`config.mk`:
```
export PLATFORM = sky130hd
export DESIGN_NAME = sdf_mac
export DESIGN_NICKNAME = d
export VERILOG_FILES = /design/src/rtl/sdf_pkg.sv /design/src/rtl/sdf_mac.sv
export SDC_FILE = /design/constraint.sdc
export NUM_CORES = 1
export LEC_CHECK = 0
export BUFFER_PORTS_ARGS = -buffer_cell sky130_fd_sc_hd__buf_4
export CELL_PAD_IN_SITES_DETAIL_PLACEMENT = 1
export CELL_PAD_IN_SITES_GLOBAL_PLACEMENT = 2
export CORE_MARGIN = 2
export CORE_UTILIZATION = 37
export DETAILED_ROUTE_END_ITERATION = 7
export HOLD_SLACK_MARGIN = 0.15
export MAX_ROUTING_LAYER = met4
export PLACE_DENSITY_LB_ADDON = 0.1
export SLEW_MARGIN = 20
export SYNTH_ARGS = -nofsm -noshare
export SYNTH_HDL_FRONTEND = slang
export SYNTH_SLANG_ARGS = --single-unit
export TNS_END_PERCENT = 20
```
`constraint.sdc`:
```
create_clock -name clk_i -period 2.85 [get_ports clk_i]
set_input_delay 0.285 -clock clk_i [delete_from_list [all_inputs] [get_ports clk_i]]
set_output_delay 0.285 -clock clk_i [all_outputs]
set_load 0.02 [all_outputs]
```
`src/rtl/sdf_pkg.sv`:
```
// Shared types, constants and helpers for the stereo decimating FIR filter.
// No dependencies; used by sdf_mac and the top level.
`default_nettype none

package sdf_pkg;

  // Default sizes handed to the top-level parameters
  localparam int MAX_TAPS_DEF     = 512;
  localparam int SAMPLE_WIDTH_DEF = 16;
  localparam int COEFF_WIDTH_DEF  = 16;
  localparam int ACC_WIDTH_DEF    = 48;

  // Fixed field and register widths
  localparam int COEFF_INDEX_W = 9;
  localparam int TAP_CFG_W     = 9;
  localparam int DECIM_W       = 3;
  localparam int FRAME_W       = 16;
  localparam int CFG_IDX_W     = 2;
  localparam int CFG_DATA_W    = 16;

  // Configuration register indexes
  localparam logic [CFG_IDX_W-1:0] REG_TAP_COUNT = 2'd0;
  localparam logic [CFG_IDX_W-1:0] REG_DECIM     = 2'd1;
  localparam logic [CFG_IDX_W-1:0] REG_FRAME_LEN = 2'd2;

  // Register reset values
  localparam logic [TAP_CFG_W-1:0] TAP_COUNT_RST = 9'd511;
  localparam logic [DECIM_W-1:0]   DECIM_RST     = 3'd1;
  localparam logic [FRAME_W-1:0]   FRAME_LEN_RST = 16'd256;

  // Item kinds
  localparam logic KIND_SAMPLE = 1'b0;
  localparam logic KIND_COEFF  = 1'b1;

  // Control from the sequencer to the multiply-accumulate unit
  typedef struct packed {
    logic clear;  // zero the accumulator
    logic valid;  // coefficient and sample read data present this cycle
  } mac_ctl_t;

  // (v mod f) for v <= 8 and f >= 1
  function automatic logic [DECIM_W-1:0] mod_small(input logic [DECIM_W:0] v,
                                                   input logic [DECIM_W-1:0] f);
    logic [DECIM_W:0] r;
    r = v;
    for (int i = 0; i < 8; i++) begin
      if (r >= {1'b0, f}) begin
        r = r - {1'b0, f};
      end
    end
    return r[DECIM_W-1:0];
  endfunction

endpackage

`default_nettype wire

```
`src/rtl/sdf_mac.sv`:
```
// Shared multiply-accumulate unit: registered product, then wrapping accumulator.
// Depends on sdf_pkg (mac_ctl_t).
`default_nettype none

module sdf_mac #(
  parameter int SAMPLE_WIDTH = sdf_pkg::SAMPLE_WIDTH_DEF,
  parameter int COEFF_WIDTH  = sdf_pkg::COEFF_WIDTH_DEF,
  parameter int ACC_WIDTH    = sdf_pkg::ACC_WIDTH_DEF
) (
  input  wire logic                           clk_i,
  input  wire logic                           rst_ni,
  input  wire sdf_pkg::mac_ctl_t              ctl_i,
  input  wire logic signed [COEFF_WIDTH-1:0]  coeff_i,
  input  wire logic signed [SAMPLE_WIDTH-1:0] sample_i,
  output logic                                busy_o,
  output logic signed [ACC_WIDTH-1:0]         acc_o
);

  localparam int PW = SAMPLE_WIDTH + COEFF_WIDTH;

  logic signed [PW-1:0]        prod_q;
  logic                        prod_vld_q;
  logic signed [ACC_WIDTH-1:0] acc_q;

  always_ff @(posedge clk_i or negedge rst_ni) begin
    if (!rst_ni) begin
      prod_vld_q <= 1'b0;
      prod_q     <= '0;
      acc_q      <= '0;
    end else begin
      prod_vld_q <= ctl_i.valid;
      prod_q     <= coeff_i * sample_i;
      if (ctl_i.clear) begin
        acc_q <= '0;
      end else if (prod_vld_q) begin
        // size cast sign-extends or truncates; the sum wraps at ACC_WIDTH
        acc_q <= acc_q + ACC_WIDTH'(prod_q);
      end
    end
  end

  assign busy_o = prod_vld_q;
  assign acc_o  = acc_q;

endmodule

`default_nettype wire
```
==> metrics.txt <==
violations in the final reports=setup timing; gr usage total=22.0%; WL final=44.6 mm; initial antenna violation count=0; Num Clock Sinks=81; Worst Max-Slew Pin Slew=810 ps; crit start category=primary input; worst path cell trace=buf_6 -> buf_6 -> and2_4 -> fa_1 -> inv_1 -> fa_1 -> fa_1 -> inv_2 -> fa_2 -> fa_1 -> inv_1 -> fa_1 -> inv_2 -> ha_4 -> buf_6 -> a21o_1 -> a21oi_2 -> o21ai_2 -> a22oi_2 -> o311ai_4 -> a41oi_2 -> o21bai_1 -> a21oi_1 -> xnor2_1; Die Span Y=207 µm; Synth Instances=1685; Most Frequent Cell on Critical Path=fa_1; first-pass GRT wire length=74.5 mm; async set-reset flop share out of synthesis=100%; row count=74; 1st-pass router iterations=4; cell taking the most area after synthesis=fa_1; IO buf count=84; commonest cells in the synthesized netlist=inv_1, fa_1, nand2_1, ha_1, and2_1; Area Growth Syn to Fin=31.4%; CTS root buf=clkbuf_16; HPWL Detailed=38.1 mm; syn nets=2113; die width=207 µm; CP max FO=5; share of layout cells above drive strength 1=28.2%; Syn. warnings=0; nets=2474; Worst setup EP type=flip-flop; clock slew at reported path FFs=60 ps; clock skew=11.9 ps; GPL Wtd Cong=0.882; core box area=0.0408 mm²; Via density=4.89; Final setup viols=31; CTS H-Tree Depth=3; Final period util=187%; Post-Layout Cell Count=2582; max-cap violations=0; run status=complete, but fails checks; vias in the first global route=14300; DR iter-0 viols=339; most frequent cell after synthesis=inv_1; Slew Limit Fails=0; Worst slew margin=46.0%; Worst Path Buf+Inv=7; DRC violations left=0; final hold vios=0; Final WS setup=-2480 ps; Die Area=0.0431 mm²; Final ANT Viol Nets=0; max incr delay on CP=540 ps; CTS max path bufs=2; Hold Crit Class=in2reg; number of diodes=0; clk_lat worst skew=370 ps; CP max-delay cell=fa_1; vias=12600; Synth top area share=34.4%; register area share after synthesis=13.2%; Max Fclk=188 MHz; largest net degree at the start of global routing=63; mean post-synth cell area=9.09 µm²; Post-synth EDFFs=0; commonest register cell after synthesis=dfrtp_1; initial core utilization=37.5%; placed cells=2541; drt wl/cell=17.3 µm; CTS buffer count=9; RSZ-0062 raised after global routing=yes; Yosys cell types=73; CTS tree=done; crit path time final=5330 ps; #FFs+latches synth=81; Critical Path AT=5620 ps; Synth area leaders=fa_1, dfrtp_1, ha_1; Syn Std Cell Area=0.0153 mm²; IO Count=85; kind of critical path=in2reg; delay-heaviest family, CP=adder cells; total grt overflow=0; Critical Path RT=3140 ps
logic make-up (layout without fill, tap and decap cells):
family,after synthesis,in the layout,share of synthesized area [%]
flip-flops,81,81,13.2
XOR/XNOR,66,66,3.77
adder cells (fa/ha/maj),392,392,44.9
buffers and inverters,390,755,9.58
multiplexers,23,23,1.51
AO/OA/AOI/OAI,250,250,11.5
AND/OR/NAND/NOR,483,483,15.5
stage by stage:
stage / util, % / TNS [ps] / hold WS, ps / area [µm²] / setup WS (ps)
final: 49.3 / -50070 / 431 / 20100 / -2480
after global routing: 49.3 / -55530 / 465 / 20100 / -2650
after floorplan: - / -51250 / -10.6 / 15600 / -2550
after global placement: 46.3 / -64140 / 399 / 18900 / -3000
after detailed placement: 46.3 / -66470 / 396 / 18900 / -3080
after CTS: 48.6 / -50090 / 428 / 19800 / -2520
per-layer routing:
| metal | up-vias | GRT usage [%] | wire, µm |
|---|---|---|---|
| li1 | 6061 | - | - |
| met1 | 6405 | 28.8 | 21100 |
| met2 | 118 | 37.5 | 21900 |
| met3 | 37 | 1.60 | 846 |
| met4 | 0 | 4.73 | 707 |
| met5 | - | - | 0 |
layout by cell type (no fill, tap or decap), types with 13 or more instances in the layout:
| cell type | n |
|---|---|
| dfrtp_1 | 80 |
| fa_2 | 13 |
| ha_4 | 23 |
| xor2_1 | 14 |
| a21oi_1 | 54 |
| buf_12 | 13 |
| o21bai_1 | 15 |
| nand4_1 | 13 |
| and2_1 | 110 |
| a21oi_2 | 21 |
| mux2i_1 | 22 |
| buf_4 | 352 |
| o21ai_0 | 20 |
| and2_4 | 15 |
| nand3_1 | 17 |
| nor3_1 | 18 |
| nand2_1 | 160 |
| nor2_1 | 88 |
| xnor2_1 | 48 |
| inv_2 | 21 |
| a21o_1 | 38 |
| inv_1 | 313 |
| ha_1 | 104 |
| fa_1 | 250 |
| buf_6 | 34 |
path summary, 6_finish.rpt:
kind | from | endpoint | slack, ps | depth (start not counted)
setup / recovery | coeff_i[10] | prod_q[28] | -2480 | 24
hold / removal | ctl_i[1] | acc_o[32] | 430 | 2
setup reg to reg | prod_q[7] | acc_o[41] | -30 | 11
hold reg to reg | acc_o[34] | acc_o[34] | 550 | 1
max in group asynchronous | rst_ni | prod_q[1] | 1570 | 3
min in group asynchronous | rst_ni | acc_o[40] | 560 | 2
area by class of cell:
class                      instances  area (µm²)
fill                            4736       20700
multi-input combinational       1214       12500
timing repair buffer             406        3380
sequential                        81        2030
inverter                         334        1250
tap                              532         666
clock buffer                      10         239
clock inverter                     5        32.5
timing repair:
| action | 4_1_cts | 5_1_grt |
|---|---|---|
| endpoints found under the setup margin | 45 | 48 |
| hold endpoints to repair | 61 | 0 |
| resized for setup | 125 | 59 |
| buffers inserted | 16 | 8 |
| pin swaps | 78 | 67 |
| hold buffers | 2 | 0 |
flip-flops by register name (all words and copies together), names as in the netlist:
register  flops
acc_o        48
busy_o        1
prod_q       32
Power is not shown: default switching activity piles up to over one toggle a cycle in this logic, so the estimate is an artifact.
